<file path="config.mk">
export PLATFORM = sky130hd
export DESIGN_NAME = accel_block_average
export DESIGN_NICKNAME = d
export VERILOG_FILES = /design/src/rtl/aba_pkg.sv /design/src/rtl/aba_div.sv /design/src/rtl/aba_dp.sv /design/src/rtl/aba_ctrl.sv /design/src/rtl/accel_block_average.sv
export SDC_FILE = /design/constraint.sdc
export NUM_CORES = 1
export LEC_CHECK = 0
export BUFFER_PORTS_ARGS = -buffer_cell sky130_fd_sc_hd__buf_2
export CAP_MARGIN = 0
export CORE_ASPECT_RATIO = 1.5
export CORE_UTILIZATION = 55
export DETAILED_ROUTE_END_ITERATION = 6
export HOLD_SLACK_MARGIN = 0.15
export PLACE_DENSITY_LB_ADDON = 0.3
export RECOVER_POWER = 25
export SLEW_MARGIN = 20
export SYNTH_ARGS = -nofsm -noshare
export SYNTH_HDL_FRONTEND = slang
export SYNTH_SLANG_ARGS = --single-unit
export TNS_END_PERCENT = 10
</file>
<file path="constraint.sdc">
create_clock -name clk -period 5.6 [get_ports clk]
set_input_delay 0.28 -clock clk [delete_from_list [all_inputs] [get_ports clk]]
set_output_delay 0.28 -clock clk [all_outputs]
set_load 0.01 [all_outputs]
</file>
<file path="src/rtl/aba_pkg.sv">
// ----------------------------------------------------------------------------
// aba_pkg
// Shared widths, codes and controller/datapath interface types for the
// accelerometer block averager.
// ----------------------------------------------------------------------------
package aba_pkg;

  localparam int SUM_W      = 20;
  localparam int CNT_W      = 7;
  localparam int SMP_W      = 14;
  localparam int BYTE_W     = 8;
  localparam int AXES       = 3;
  localparam int AXIS_W     = 2;
  localparam int BIDX_W     = 3;
  localparam int CODE_W     = 3;
  localparam int CFG_IDX_W  = 2;
  localparam int CFG_DATA_W = 3;

  localparam logic [CFG_IDX_W-1:0] CFG_WIDE_MODE  = 2'd0;
  localparam logic [CFG_IDX_W-1:0] CFG_COUNT_CODE = 2'd1;

  localparam logic [AXIS_W-1:0] AXIS_X    = 2'd0;
  localparam logic [AXIS_W-1:0] AXIS_LAST = 2'd2;

  localparam logic [BIDX_W-1:0] LAST_BYTE_WIDE   = 3'd5;
  localparam logic [BIDX_W-1:0] LAST_BYTE_NARROW = 3'd2;

  localparam logic signed [SUM_W-1:0] WIDE_MAX   = SUM_W'(8191);
  localparam logic signed [SUM_W-1:0] WIDE_MIN   = -SUM_W'(8192);
  localparam logic signed [SUM_W-1:0] NARROW_MAX = SUM_W'(127);
  localparam logic signed [SUM_W-1:0] NARROW_MIN = -SUM_W'(128);

  typedef enum logic [3:0] {
    ST_IDLE      = 4'b0001,
    ST_DIV_START = 4'b0010,
    ST_DIV_WAIT  = 4'b0100,
    ST_EMIT      = 4'b1000
  } state_t;

  typedef struct packed {
    logic              accum;
    logic              clear;
    logic              div_start;
    logic              avg_load;
    logic [AXIS_W-1:0] axis;
    logic [BIDX_W-1:0] byte_idx;
  } cmd_t;

  typedef struct packed {
    logic blk_full;
    logic div_done;
    logic wide;
  } sts_t;

endpackage

</file>
<file path="src/rtl/aba_div.sv">
// ----------------------------------------------------------------------------
// aba_div
// Restoring divider, one quotient bit per cycle. Signed dividend, unsigned
// nonzero divisor, quotient truncated toward zero.
// ----------------------------------------------------------------------------
module aba_div (
  input  logic                              clk,
  input  logic                              rst_n,
  input  logic                              start,
  input  logic signed [aba_pkg::SUM_W-1:0]  dividend,
  input  logic        [aba_pkg::CNT_W-1:0]  divisor,
  output logic signed [aba_pkg::SUM_W-1:0]  quotient,
  output logic                              done
);

  localparam int STEP_W = $clog2(aba_pkg::SUM_W);

  logic                        busy_r;
  logic                        done_r;
  logic [STEP_W-1:0]           step_r;
  logic                        neg_r;
  logic [aba_pkg::CNT_W-1:0]   rem_r;
  logic [aba_pkg::CNT_W-1:0]   dvs_r;
  logic [aba_pkg::SUM_W-1:0]   dq_r;

  logic [aba_pkg::SUM_W-1:0]   mag;
  logic [aba_pkg::CNT_W:0]     shifted;
  logic [aba_pkg::CNT_W:0]     diff;
  logic                        ge;
  logic [aba_pkg::CNT_W-1:0]   rem_nxt;

  always_comb begin
    mag     = dividend[aba_pkg::SUM_W-1] ? (~dividend + 1'b1) : dividend;
    shifted = {rem_r, dq_r[aba_pkg::SUM_W-1]};
    diff    = shifted - {1'b0, dvs_r};
    ge      = (shifted >= {1'b0, dvs_r});
    rem_nxt = ge ? diff[aba_pkg::CNT_W-1:0] : shifted[aba_pkg::CNT_W-1:0];
  end

  always_ff @(posedge clk) begin
    if (!rst_n) begin
      busy_r <= 1'b0;
      done_r <= 1'b0;
      step_r <= '0;
    end else if (start) begin
      busy_r <= 1'b1;
      done_r <= 1'b0;
      step_r <= '0;
    end else if (busy_r) begin
      step_r <= step_r + 1'b1;
      if (step_r == STEP_W'(aba_pkg::SUM_W - 1)) begin
        busy_r <= 1'b0;
        done_r <= 1'b1;
      end
    end else begin
      done_r <= 1'b0;
    end
  end

  always_ff @(posedge clk) begin
    if (start) begin
      neg_r <= dividend[aba_pkg::SUM_W-1];
      dq_r  <= mag;
      rem_r <= '0;
      dvs_r <= divisor;
    end else if (busy_r) begin
      dq_r  <= {dq_r[aba_pkg::SUM_W-2:0], ge};
      rem_r <= rem_nxt;
    end
  end

  assign quotient = neg_r ? $signed(~dq_r + 1'b1) : $signed(dq_r);
  assign done     = done_r;

endmodule

</file>
<file path="src/rtl/aba_dp.sv">
// ----------------------------------------------------------------------------
// aba_dp
// Datapath: configuration registers, sample decode, per-axis accumulators,
// sample counter, shared divider, saturated averages and output byte select.
// ----------------------------------------------------------------------------
module aba_dp #(
  parameter int COUNT_UNIT = 8
) (
  input  logic                               clk,
  input  logic                               rst_n,
  input  logic                               cfg_wr_en,
  input  logic [aba_pkg::CFG_IDX_W-1:0]      cfg_index,
  input  logic [aba_pkg::CFG_DATA_W-1:0]     cfg_wdata,
  input  logic [aba_pkg::BYTE_W-1:0]         in_x_high,
  input  logic [aba_pkg::BYTE_W-1:0]         in_x_low,
  input  logic [aba_pkg::BYTE_W-1:0]         in_y_high,
  input  logic [aba_pkg::BYTE_W-1:0]         in_y_low,
  input  logic [aba_pkg::BYTE_W-1:0]         in_z_high,
  input  logic [aba_pkg::BYTE_W-1:0]         in_z_low,
  input  aba_pkg::cmd_t                      cmd,
  output aba_pkg::sts_t                      sts,
  output logic [aba_pkg::BYTE_W-1:0]         out_byte
);

  logic                               wide_r;
  logic [aba_pkg::CODE_W-1:0]         code_r;
  logic signed [aba_pkg::SUM_W-1:0]   sum_r [aba_pkg::AXES];
  logic [aba_pkg::CNT_W-1:0]          count_r;
  logic [aba_pkg::SMP_W-1:0]          avg_r [aba_pkg::AXES];

  logic [aba_pkg::BYTE_W-1:0]         hi [aba_pkg::AXES];
  logic [aba_pkg::BYTE_W-1:0]         lo [aba_pkg::AXES];
  logic signed [aba_pkg::SUM_W-1:0]   val [aba_pkg::AXES];
  logic [aba_pkg::CNT_W-1:0]          count_nxt;
  logic [aba_pkg::CNT_W-1:0]          target;
  logic                               cfg_hit;

  logic signed [aba_pkg::SUM_W-1:0]   quot;
  logic                               div_done;
  logic signed [aba_pkg::SUM_W-1:0]   sat;

  logic [aba_pkg::AXIS_W-1:0]         out_axis;
  logic [aba_pkg::SMP_W-1:0]          out_avg;

  assign hi[0] = in_x_high;
  assign hi[1] = in_y_high;
  assign hi[2] = in_z_high;
  assign lo[0] = in_x_low;
  assign lo[1] = in_y_low;
  assign lo[2] = in_z_low;

  always_comb begin
    for (int a = 0; a < aba_pkg::AXES; a++) begin
      val[a] = wide_r ? aba_pkg::SUM_W'($signed({hi[a], lo[a][7:2]}))
                      : aba_pkg::SUM_W'($signed(hi[a]));
    end
  end

  assign count_nxt = count_r + 1'b1;
  assign target    = aba_pkg::CNT_W'((int'(code_r) + 1) * COUNT_UNIT);
  assign cfg_hit   = cfg_wr_en && ((cfg_index == aba_pkg::CFG_WIDE_MODE) ||
                                   (cfg_index == aba_pkg::CFG_COUNT_CODE));

  always_ff @(posedge clk) begin
    if (!rst_n) begin
      wide_r  <= 1'b1;
      code_r  <= '0;
      count_r <= '0;
      for (int a = 0; a < aba_pkg::AXES; a++) sum_r[a] <= '0;
    end else if (cfg_hit) begin
      if (cfg_index == aba_pkg::CFG_WIDE_MODE) wide_r <= cfg_wdata[0];
      else code_r <= cfg_wdata;
      count_r <= '0;
      for (int a = 0; a < aba_pkg::AXES; a++) sum_r[a] <= '0;
    end else if (cmd.clear) begin
      count_r <= '0;
      for (int a = 0; a < aba_pkg::AXES; a++) sum_r[a] <= '0;
    end else if (cmd.accum) begin
      count_r <= count_nxt;
      for (int a = 0; a < aba_pkg::AXES; a++) sum_r[a] <= sum_r[a] + val[a];
    end
  end

  aba_div u_div (
    .clk      (clk),
    .rst_n    (rst_n),
    .start    (cmd.div_start),
    .dividend (sum_r[cmd.axis]),
    .divisor  (count_r),
    .quotient (quot),
    .done     (div_done)
  );

  always_comb begin
    if (wide_r) begin
      if (quot > aba_pkg::WIDE_MAX) sat = aba_pkg::WIDE_MAX;
      else if (quot < aba_pkg::WIDE_MIN) sat = aba_pkg::WIDE_MIN;
      else sat = quot;
    end else begin
      if (quot > aba_pkg::NARROW_MAX) sat = aba_pkg::NARROW_MAX;
      else if (quot < aba_pkg::NARROW_MIN) sat = aba_pkg::NARROW_MIN;
      else sat = quot;
    end
  end

  always_ff @(posedge clk) begin
    if (cmd.avg_load) avg_r[cmd.axis] <= sat[aba_pkg::SMP_W-1:0];
  end

  always_comb begin
    out_axis = wide_r ? cmd.byte_idx[2:1] : cmd.byte_idx[1:0];
    out_avg  = avg_r[out_axis];
    if (!wide_r) out_byte = out_avg[7:0];
    else if (cmd.byte_idx[0]) out_byte = {out_avg[5:0], 2'b00};
    else out_byte = out_avg[13:6];
  end

  assign sts.blk_full = (count_nxt >= target);
  assign sts.div_done = div_done;
  assign sts.wide     = wide_r;

endmodule

</file>
<file path="src/rtl/aba_ctrl.sv">
// ----------------------------------------------------------------------------
// aba_ctrl
// Controller: sample intake, per-axis divide sequencing and result burst.
// ----------------------------------------------------------------------------
module aba_ctrl (
  input  logic          clk,
  input  logic          rst_n,
  input  logic          in_valid,
  output logic          in_ready,
  output logic          out_valid,
  input  logic          out_ready,
  output logic          out_last,
  input  aba_pkg::sts_t sts,
  output aba_pkg::cmd_t cmd
);

  aba_pkg::state_t                 state_r, state_nxt;
  logic [aba_pkg::AXIS_W-1:0]      axis_r, axis_nxt;
  logic [aba_pkg::BIDX_W-1:0]      bidx_r, bidx_nxt;
  logic                            last;

  assign last = (bidx_r == (sts.wide ? aba_pkg::LAST_BYTE_WIDE
                                     : aba_pkg::LAST_BYTE_NARROW));

  always_comb begin
    state_nxt     = state_r;
    axis_nxt      = axis_r;
    bidx_nxt      = bidx_r;
    cmd           = '0;
    cmd.axis      = axis_r;
    cmd.byte_idx  = bidx_r;
    unique case (state_r)
      aba_pkg::ST_IDLE: begin
        if (in_valid) begin
          cmd.accum = 1'b1;
          if (sts.blk_full) begin
            state_nxt = aba_pkg::ST_DIV_START;
            axis_nxt  = aba_pkg::AXIS_X;
          end
        end
      end
      aba_pkg::ST_DIV_START: begin
        cmd.div_start = 1'b1;
        state_nxt     = aba_pkg::ST_DIV_WAIT;
      end
      aba_pkg::ST_DIV_WAIT: begin
        if (sts.div_done) begin
          cmd.avg_load = 1'b1;
          if (axis_r == aba_pkg::AXIS_LAST) begin
            cmd.clear = 1'b1;
            bidx_nxt  = '0;
            state_nxt = aba_pkg::ST_EMIT;
          end else begin
            axis_nxt  = axis_r + 1'b1;
            state_nxt = aba_pkg::ST_DIV_START;
          end
        end
      end
      aba_pkg::ST_EMIT: begin
        if (out_ready) begin
          if (last) state_nxt = aba_pkg::ST_IDLE;
          else bidx_nxt = bidx_r + 1'b1;
        end
      end
      default: begin
        state_nxt = aba_pkg::ST_IDLE;
      end
    endcase
  end

  always_ff @(posedge clk) begin
    if (!rst_n) begin
      state_r <= aba_pkg::ST_IDLE;
      axis_r  <= '0;
      bidx_r  <= '0;
    end else begin
      state_r <= state_nxt;
      axis_r  <= axis_nxt;
      bidx_r  <= bidx_nxt;
    end
  end

  assign in_ready  = (state_r == aba_pkg::ST_IDLE);
  assign out_valid = (state_r == aba_pkg::ST_EMIT);
  assign out_last  = last;

endmodule

</file>
<file path="src/rtl/accel_block_average.sv">
// ----------------------------------------------------------------------------
// accel_block_average
// Boxcar average decimator for three-axis accelerometer samples.
//
// Input channel (in_*): one request per sample, six raw register bytes.
// Output channel (out_*): one request per averaged byte, X then Y then Z,
// high before low; out_last marks the final byte of a burst (six bytes in
// wide mode, three in narrow mode).
// Configuration (cfg_*): index 0 selects wide mode, index 1 the count code;
// any such write clears the sums and the sample count. Write only when idle.
// A sample that does not complete a block is taken and the block stays idle.
// The completing sample starts three serial divides on one shared radix-2
// divider, one axis at a time, then the burst is presented one
// byte per cycle while out_ready is high. No sample is taken from the
// completing sample until the last byte of the burst is accepted.
// A stalled receiver holds the current byte and last flag steady.
// Reset: wide mode on, count code 0, sums and count cleared, no burst pending.
// ----------------------------------------------------------------------------
module accel_block_average #(
  parameter int COUNT_UNIT = 8
) (
  input  logic                           clk,
  input  logic                           rst_n,
  input  logic                           cfg_wr_en,
  input  logic [aba_pkg::CFG_IDX_W-1:0]  cfg_index,
  input  logic [aba_pkg::CFG_DATA_W-1:0] cfg_wdata,
  input  logic                           in_valid,
  output logic                           in_ready,
  input  logic [aba_pkg::BYTE_W-1:0]     in_x_high,
  input  logic [aba_pkg::BYTE_W-1:0]     in_x_low,
  input  logic [aba_pkg::BYTE_W-1:0]     in_y_high,
  input  logic [aba_pkg::BYTE_W-1:0]     in_y_low,
  input  logic [aba_pkg::BYTE_W-1:0]     in_z_high,
  input  logic [aba_pkg::BYTE_W-1:0]     in_z_low,
  output logic                           out_valid,
  input  logic                           out_ready,
  output logic [aba_pkg::BYTE_W-1:0]     out_byte,
  output logic                           out_last
);

  aba_pkg::cmd_t cmd;
  aba_pkg::sts_t sts;

  aba_ctrl u_ctrl (
    .clk       (clk),
    .rst_n     (rst_n),
    .in_valid  (in_valid),
    .in_ready  (in_ready),
    .out_valid (out_valid),
    .out_ready (out_ready),
    .out_last  (out_last),
    .sts       (sts),
    .cmd       (cmd)
  );

  aba_dp #(
    .COUNT_UNIT (COUNT_UNIT)
  ) u_dp (
    .clk       (clk),
    .rst_n     (rst_n),
    .cfg_wr_en (cfg_wr_en),
    .cfg_index (cfg_index),
    .cfg_wdata (cfg_wdata),
    .in_x_high (in_x_high),
    .in_x_low  (in_x_low),
    .in_y_high (in_y_high),
    .in_y_low  (in_y_low),
    .in_z_high (in_z_high),
    .in_z_low  (in_z_low),
    .cmd       (cmd),
    .sts       (sts),
    .out_byte  (out_byte)
  );

endmodule

</file>
* After elaboration in Yosys (flattened, before gate mapping)
Memory sizes are Yosys's and may differ from the RTL's. A register that Yosys moved wholly into a read port is not among the register bits.
Index checks and enable logic that the tools add are counted.
** Word-level totals
- Flip-flop bits (word level) :: 62
- Memory bits (writable) :: 102
- Memories :: 2
** Cells by class
- Add/sub/neg operators :: 11
- Magnitude comparators :: 6
- Equal/unequal tests :: 16
- Muxes and demuxes :: 71
- Bitwise gates (word level) :: 14
- Reductions and logical operators :: 14
** Memories
- u_dp.sum_r :: depth 3, bits a word 20, read ports 4, clocked after memory_dff 1, wr ports 3, RTL line aba_dp.sv:27 : logic signed [aba_pkg::SUM_W-1:0] sum_r [aba_pkg::AXES];
- u_dp.avg_r :: depth 3, bits a word 14, read ports 1, clocked after memory_dff 0, wr ports 1, RTL line aba_dp.sv:29 : logic [aba_pkg::SMP_W-1:0] avg_r [aba_pkg::AXES];
** Operators with widths (count)
- two-way mux 20 bit :: 13
- two-way mux 14 bit :: 5
- adder 20 x 14 -> 20 bit :: 3
- adder 20 x 1 -> 20 bit, second input constant :: 2
- NOT 20 bit :: 2
- two-way mux 13 bit :: 3
- two-way mux 1 bit :: 26
- two-way mux 4 bit :: 6
- > comparator 20 x 14 -> 1 bit, second input constant :: 1
- > comparator 20 x 8 -> 1 bit, second input constant :: 1
- < comparator 20 x 14 -> 1 bit, second input constant :: 1
- < comparator 20 x 8 -> 1 bit, second input constant :: 1
- two-way mux 8 bit :: 2
- one-hot mux 4 bit (4 select lines) :: 1
- two-way mux 3 bit :: 5
- AND reduction 5 bit :: 3
- two-way mux 2 bit :: 7
- != test 2 x 1 -> 1 bit, second input constant :: 5
- OR 1 bit :: 9
- >= comparator 8 x 7 -> 1 bit :: 1
- adder 7 x 1 -> 7 bit, second input constant :: 1
- >= comparator 7 bit :: 1
- two-way mux 7 bit :: 1
- subtractor 7 bit :: 1
- 23 further kinds :: 31

* Logic depth before layout (Yosys ltp)
Gate-level depths: netlist of the first run.
- Depth in word-level cells :: 10
- Depth in mapped cells :: 14

* Hierarchy
A second synthesis of the first run with hierarchy kept.
** Unflattened totals
- Cells, all modules :: 1280
- Area, all modules :: 11900.2 um^2
** By module, submodules not included
- aba_dp :: times used 1, cells each 894, area each 8398.1 um^2
- aba_div :: times used 1, cells each 325, area each 2981.6 um^2
- aba_ctrl :: times used 1, cells each 61, area each 520.5 um^2

* Least setup slack after synthesis of the first run
Ideal clock, no wire load.
- Kind :: register to register
- From :: register u_dp.wide_r
- To :: memory u_dp.sum_r[1][17] (netlist bit) (data pin)
- Library setup time :: 270 ps
- Arrival :: 3133 ps
- Slack :: 2197 ps
- Cell stages (with the launch flop) :: 15
- Path buffers :: 3
- Cell sequence :: dfxtp_1 > clkbuf_1 > clkbuf_1 > clkbuf_1 > nand2_1 > nand2_1 > ha_1 > a211o_1 > a21oi_1 > a2bb2oi_1 > a21oi_1 > o21ai_0 > nand2b_1 > a211oi_1 > nor3_1
** RTL lines
- start: declaration :: RTL line aba_dp.sv:25 : logic wide_r;
- start signal: assignment :: RTL line aba_dp.sv:71 : if (cfg_index == aba_pkg::CFG_WIDE_MODE) wide_r <= cfg_wdata[0];
- end: declaration :: RTL line aba_dp.sv:27

==> results of run 1 <==
==> cells in the mapped netlist (31+ instances only) <==
master / instances
xor2_1: 42
ha_1: 77
edfxtp_1: 130
xnor2_1: 33
mux2i_1: 53
nand2_1: 110
nor2_1: 136
o21ai_0: 87
a21oi_1: 74
inv_1: 50
nor3_1: 31
clkbuf_1: 39
dfxtp_1: 36
==> state kept, by name, summed over array words and instances (netlist names), 2 cells and up, named ones only <==
register / cells
u_dp.count_r: 7
u_ctrl.state_r: 4
u_ctrl.axis_r: 2
u_dp.code_r: 3
u_dp.sum_r: 60
u_dp.u_div.dvs_r: 7
u_dp.u_div.step_r: 5
u_dp.u_div.rem_r: 7
u_ctrl.bidx_r: 3
u_dp.u_div.dq_r: 20
u_dp.avg_r: 42
==> layer usage <==
| layer | track usage | share of wire |
|---|---|---|
| met2 | 0.4883 | 0.54 |
| met5 | 0 | 0 |
| met1 | 0.2642 | 0.39 |
| met4 | 0.1225 | 0.036 |
| met3 | 0.03966 | 0.034 |
==> worst max-delay path, cell delays in order (launching register included) <==
cell	delay [ns]
dfxtp_2	0.82
inv_1	0.54
nand2_1	0.35
nand2_1	0.10
ha_1	0.35
a211o_1	0.33
a21oi_1	0.36
a2bb2oi_1	0.29
a21oi_1	0.13
o21ai_0	0.29
nand2b_1	0.09
a211oi_1	0.25
nor3_1	0.07
==> worst max-delay path by stage <==
stage	to	slack (ns)	startpoint	depth (start not counted)
3_3_place_gp	u_dp.sum_r[1][17]	1.45	u_dp.wide_r	12
3_5_place_dp	u_dp.sum_r[1][17]	1.37	u_dp.wide_r	12
2_1_floorplan	u_dp.sum_r[1][17]	2.20	u_dp.wide_r	14
5_1_grt	u_dp.sum_r[1][17]	1.0	u_dp.wide_r	12
4_1_cts	u_dp.sum_r[1][17]	1.37	u_dp.wide_r	12
6_report	u_dp.sum_r[1][17]	1.36	u_dp.wide_r	12
==> what timing repair did <==
item	4_1_cts	5_1_grt
hold buffers	4	0
endpoints found under the setup margin	0	0
hold endpoints to repair	5	0
==> report_power, final <==
group | switching (W) | total, W | internal, W
registers | 0.000132 | 0.00168 | 0.00154
clock network | 0.000549 | 0.00118 | 0.000633
logic | 0.000930 | 0.00159 | 0.000660
total | 0.00161 | 0.00445 | 0.00284
==> cell type report <==
cell class	count	area [sq um]
Clock buffer	18	429.2
Tap cell	264	330.3
Sequential cell	166	4626
Multi-Input combinational cell	969	6564
Inverter	53	198.9
Clock inverter	14	155.1
Timing Repair Buffer	76	414.1
Fill cell	1793	7782
==> cell usage in the layout, fill, tap and decap left out, types with 10 or more instances in the layout <==
cell | netlist | layout
ha_1 | 77 | 77
a21o_1 | 16 | 16
or3_1 | 10 | 10
dfxtp_1 | 36 | 35
a31oi_1 | 11 | 11
a21oi_1 | 74 | 74
o21ai_0 | 87 | 87
xor2_1 | 42 | 42
buf_2 | 4 | 59
nand2_1 | 110 | 110
nor3_1 | 31 | 31
nor2b_1 | 20 | 20
nand2b_1 | 13 | 13
clkbuf_16 | 0 | 17
inv_1 | 50 | 49
mux2i_1 | 53 | 51
edfxtp_1 | 130 | 130
nor2_1 | 136 | 136
nand3b_1 | 10 | 10
nand3_1 | 29 | 28
o211ai_1 | 10 | 10
o31ai_1 | 10 | 10
o21a_1 | 16 | 16
a211oi_1 | 29 | 29
xnor2_1 | 33 | 33
mux2_2 | 23 | 23
==> metrics by stage <==
step / instance area [sq um] / cells / utilization / setup WS, ns / hold WS [ns]
6_report: 12720 / 1560 / 0.6204 / 1.356 / 0.1960
5_1_grt: 12720 / 1560 / 0.6204 / 0.9999 / 0.1895
4_1_cts: 12730 / 1560 / 0.6209 / 1.371 / 0.1738
3_5_place_dp: 12100 / 1524 / 0.5905 / 1.375 / 0.4669
3_3_place_gp: 12100 / 1524 / 0.5905 / 1.455 / 0.4606
2_1_floorplan: 11570 / 1234 / - / 2.197 / 0.4177
==> cell families (layout without fill, tap and decap cells) <==
kind of cell,Yosys count,after routing,share of synthesized area
and+or+nand+nor,419,419,0.1736
AOI/OAI and AO/OA,317,317,0.1765
DFF,166,166,0.3998
buffers and inverters,99,161,0.03386
adders and majority gates,81,81,0.09021
muxes,77,77,0.06923
xor gates and xnor gates,75,75,0.05679
==> results.json, run 1 <==
{
  "syn_to_final_growth_pct": 9.941,
  "cts_tree": "built",
  "irDropWorstVdd_mv": 0.2136,
  "synth_seq_area_share": 0.3998,
  "worstMarginPinSlew_ns": 1.619,
  "drtAntennaViolNets": 0,
  "wirelength_um": 26530,
  "start_util": 0.5643,
  "crit_path_start_kind": "flip-flop",
  "gp_congestion": 0.9234,
  "grt_pass1_vias": 9376,
  "drc": 0,
  "cts_setup_buffers": 0,
  "drive_gt1_frac": 0.1080,
  "min-delay-start": "cfg_index[0]",
  "yosysWarnings": 0,
  "clock_path_buffers": 2,
  "yosys_register_bits": 166,
  "pin_count": 69,
  "async_flop_share": 0,
  "maxCapViolCount": 1,
  "crit_type": "flip-flop to flip-flop",
  "totalPowerFinal_w": 0.004448,
  "wire_per_inst_um": 17.00,
  "power_density_mw_per_mm2": 349.7,
  "clk_latency_ns": 0.44,
  "reg2reg_to": "u_dp.sum_r[1][17]",
  "fp-row-count": 64,
  "vias_per_cell": 5.980,
  "arrival_ns": 4.41,
  "antenna_found_initial": 0,
  "synth.largest_area_cell": "edfxtp_1",
  "syn_inst": 1234,
  "drt-initial-drc-count": 508,
  "dieArea_sq_mm": 0.02163,
  "clk_pin_slew_worst_paths_ns": 0.07,
  "cp-end-kind": "flip-flop",
  "min_path_cells": 4,
  "tns_ns": 0,
  "dieHeight_um": 179.6,
  "cts.sinks": 166,
  "numPortBuffers": 62,
  "synth-main-ff-cell": "edfxtp_1",
  "diodes": 0,
  "status": "finished, violations left",
  "slew_viol_final": 44,
  "track_usage": 0.2551,
  "p_leak_nw": 5.250,
  "hold_class": "input port to flip-flop",
  "relSlewSlack": -0.07944,
  "grt.overflow.total": 0,
  "hold_violations": 0,
  "ys_types": 74,
  "numCtsBuffers": 17,
  "setup_viol_count_final": 0,
  "grt_max_degree": 48,
  "clock_skew_ns": 0.01171,
  "syn_avg_cell_area_sq_um": 9.374,
  "timing.hold.worst_endpoint": "u_dp.wide_r",
  "grt_pass1_wl_um": 43770,
  "first_pass_iters": 7,
  "r2r_setup_slack_ns": 1.36,
  "fin_nets": 1422,
  "rsz0062_at_grt": "false",
  "violations": "max-capacitance violations, max-slew violations",
  "die_x_um": 120.4,
  "cts-root-buf": "clkbuf_16",
  "period_minus_slack_ns": 4.244,
  "min_period_over_period": 0.7578,
  "synth.area.top_cells": "edfxtp_1 34%, ha_1 8.3%, dfxtp_1 6.2%",
  "syn_area_sq_mm": 0.01157,
  "synth_fp_nets": 1373,
  "synth-edff-count": 130,
  "vias": 9329,
  "worstReg2RegStart": "u_dp.wide_r",
  "core_sq_mm": 0.02050,
  "cp_max_fo": 31,
  "htreeDepth": 4,
  "reg2regPathDepth": 12,
  "required_ns": 5.77,
  "synth_top_area_share": 0.3375,
  "dp_hpwl_um": 20230,
  "cts_resized": 0,
  "timing.fmax_ghz": 0.2356
}
Power figures use the tool's default switching activity.
==> run 2: changes to the inputs <==
==> constraint.sdc (replaced) <==
create_clock -name clk -period 3.6 [get_ports clk]
set_input_delay 0.18 -clock clk [delete_from_list [all_inputs] [get_ports clk]]
set_output_delay 0.18 -clock clk [all_outputs]
set_load 0.01 [all_outputs]
==> run 2 against run 1 <==
  * Register-to-register slack got worse by 1.2 ns
  * Count of clock-buffer cells in the layout decreased by 1
  * Die area unchanged
  * Global-route usage increased by 0.98 points
  * The run now ends clean
  * Worst setup slack got worse by 1.2 ns
  * Combinational power increased by 58%
==> results.json, run 2 (same netlist as run 1, synthesis figures left out) <==
{
  "numPortBuffers": 62,
  "stdcell_area_sq_mm": 0.01294,
  "period_minus_slack_ns": 3.446,
  "maxCapViolCount": 0,
  "cp_max_fo": 7,
  "fin_util": 0.6314,
  "drc": 0,
  "clock_path_buffers": 2,
  "holdWs_ns": 0.2149,
  "largest_register_ffs": 60,
  "timing.fmax_ghz": 0.2902,
  "drt-initial-drc-count": 410,
  "fin_nets": 1450,
  "critPathBufInv": 1,
  "vias": 9578,
  "regMostFlops": "u_dp.sum_r",
  "rsz0062_at_grt": "true",
  "cts.sinks": 166,
  "min_path_cells": 4,
  "crit_path_start_kind": "flip-flop",
  "drtAntennaViolNets": 0,
  "cts_tree": "built",
  "drive_gt1_frac": 0.1231,
  "worstMarginPinSlew_ns": 1.199,
  "die_x_um": 120.4,
  "required_ns": 3.74,
  "crit_type": "flip-flop to flip-flop",
  "dpl_cell_area_sq_mm": 0.01228,
  "diodes": 0,
  "numCtsBuffers": 17,
  "fp-row-count": 64,
  "dieHeight_um": 179.6,
  "final_cell_mix": "136 x nor2_1, 130 x edfxtp_1, 110 x nand2_1, 86 x o21ai_0, 77 x ha_1",
  "clock_skew_ns": 0.01270,
  "wirelength_um": 27860,
  "irDropWorstVdd_mv": 0.3356,
  "arrival_ns": 3.59,
  "vias_per_cell": 6.031,
  "status": "completed",
  "p_leak_nw": 5.369,
  "grt_max_degree": 61,
  "start_util": 0.5643,
  "relSlewSlack": 0.2006,
  "final_common_cell": "nor2_1",
  "critPathTopFamily": "simple AND/OR/NAND/NOR gates",
  "cts_setup_buffers": 0,
  "cts-root-buf": "clkbuf_16",
  "clk_pin_slew_worst_paths_ns": 0.07,
  "hold_class": "input port to flip-flop",
  "cp.depth": 10,
  "grt_pass1_vias": 9696,
  "dp_hpwl_um": 21010,
  "grt_pass1_wl_um": 45380,
  "setup_viol_count_final": 0,
  "slew_viol_final": 0,
  "min_period_over_period": 0.9573,
  "nFillCells": 1776,
  "antenna_found_initial": 0,
  "htreeDepth": 4,
  "first_pass_iters": 5,
  "pin_count": 69,
  "path_cells": "inv_1 > ha_1 > or3b_2 > or3_1 > mux2_1 > a32oi_1 > nor3_1 > a41o_1 > o21ai_1 > o21ai_0",
  "gp_congestion": 0.9013,
  "hold_violations": 0,
  "reg2regPathDepth": 10,
  "top_regs": "u_dp.sum_r x60, u_dp.avg_r x42, u_dp.u_div.dq_r x20",
  "wire_per_inst_um": 17.54,
  "track_usage": 0.2649,
  "core_sq_mm": 0.02050,
  "dieArea_sq_mm": 0.02163,
  "cp-end-kind": "flip-flop",
  "power_density_mw_per_mm2": 538.4,
  "cpMaxStageDelayCell": "or3b_2",
  "cpPeakStageDelay_ns": 0.49,
  "syn_to_final_growth_pct": 11.90,
  "clk_latency_ns": 0.45,
  "grt.overflow.total": 0
}
[run 2: layer usage]
metal / up-vias / wire, um / global-route usage
met2: 234 / 14910 / 0.5023
met1: 4545 / 10750 / 0.2746
met4: 0 / 1307 / 0.1467
met5: - / 0 / 0
met3: 83 / 897 / 0.03458
li1: 4716 / - / -
[run 2: final timing paths]
path | from | to | slack, ns
setup / recovery | u_dp.u_div.dq_r[0] | u_dp.avg_r[0][9] | 0.15
setup reg to reg | u_dp.u_div.dq_r[0] | u_dp.avg_r[0][9] | 0.15
hold reg to reg | u_dp.u_div.rem_r[6] | u_dp.u_div.rem_r[6] | 0.48
hold / removal | cfg_wr_en | u_dp.count_r[2] | 0.21
[run 2: power by group]
part           internal, W  total [W]  switching (W)
clock network     0.000984    0.00184       0.000858
registers          0.00240    0.00261       0.000206
logic              0.00105    0.00252        0.00146
total              0.00444    0.00697        0.00253
[run 2: per-stage QoR]
step / total power, W / instances / setup WS (ns) / setup TNS, ns
floorplan: 0.004510 / 1234 / 0.1968 / 0
global placement: 0.005032 / 1547 / 0.1516 / 0
detailed placement: 0.005122 / 1547 / 0.03009 / 0
CTS: 0.006965 / 1588 / 0.02847 / 0
global route: 0.007383 / 1588 / -0.03145 / -0.1793
finish: 0.006969 / 1588 / 0.1537 / 0
[run 2: cell type report]
cell class,count,area [sq um],area share
Multi-Input combinational cell,969,6564,0.5071
Sequential cell,166,4628,0.3576
Timing Repair Buffer,104,635.6,0.04911
Clock buffer,17,425.4,0.03287
Tap cell,264,330.3,0.02552
Inverter,53,198.9,0.01537
Clock inverter,15,161.4,0.01247
[run 2: what timing repair did]
action	in CTS	in global routing
hold buffers	9	0
endpoints found under the hold margin	11	0
gates resized for setup	0	3
endpoints found under the setup margin	0	22
[run 2: worst min-delay path: stages]
cell and delay (ns):
buf_2 0.09, nand2b_1 0.09, nand2_1 0.17, nor3_1 0.07
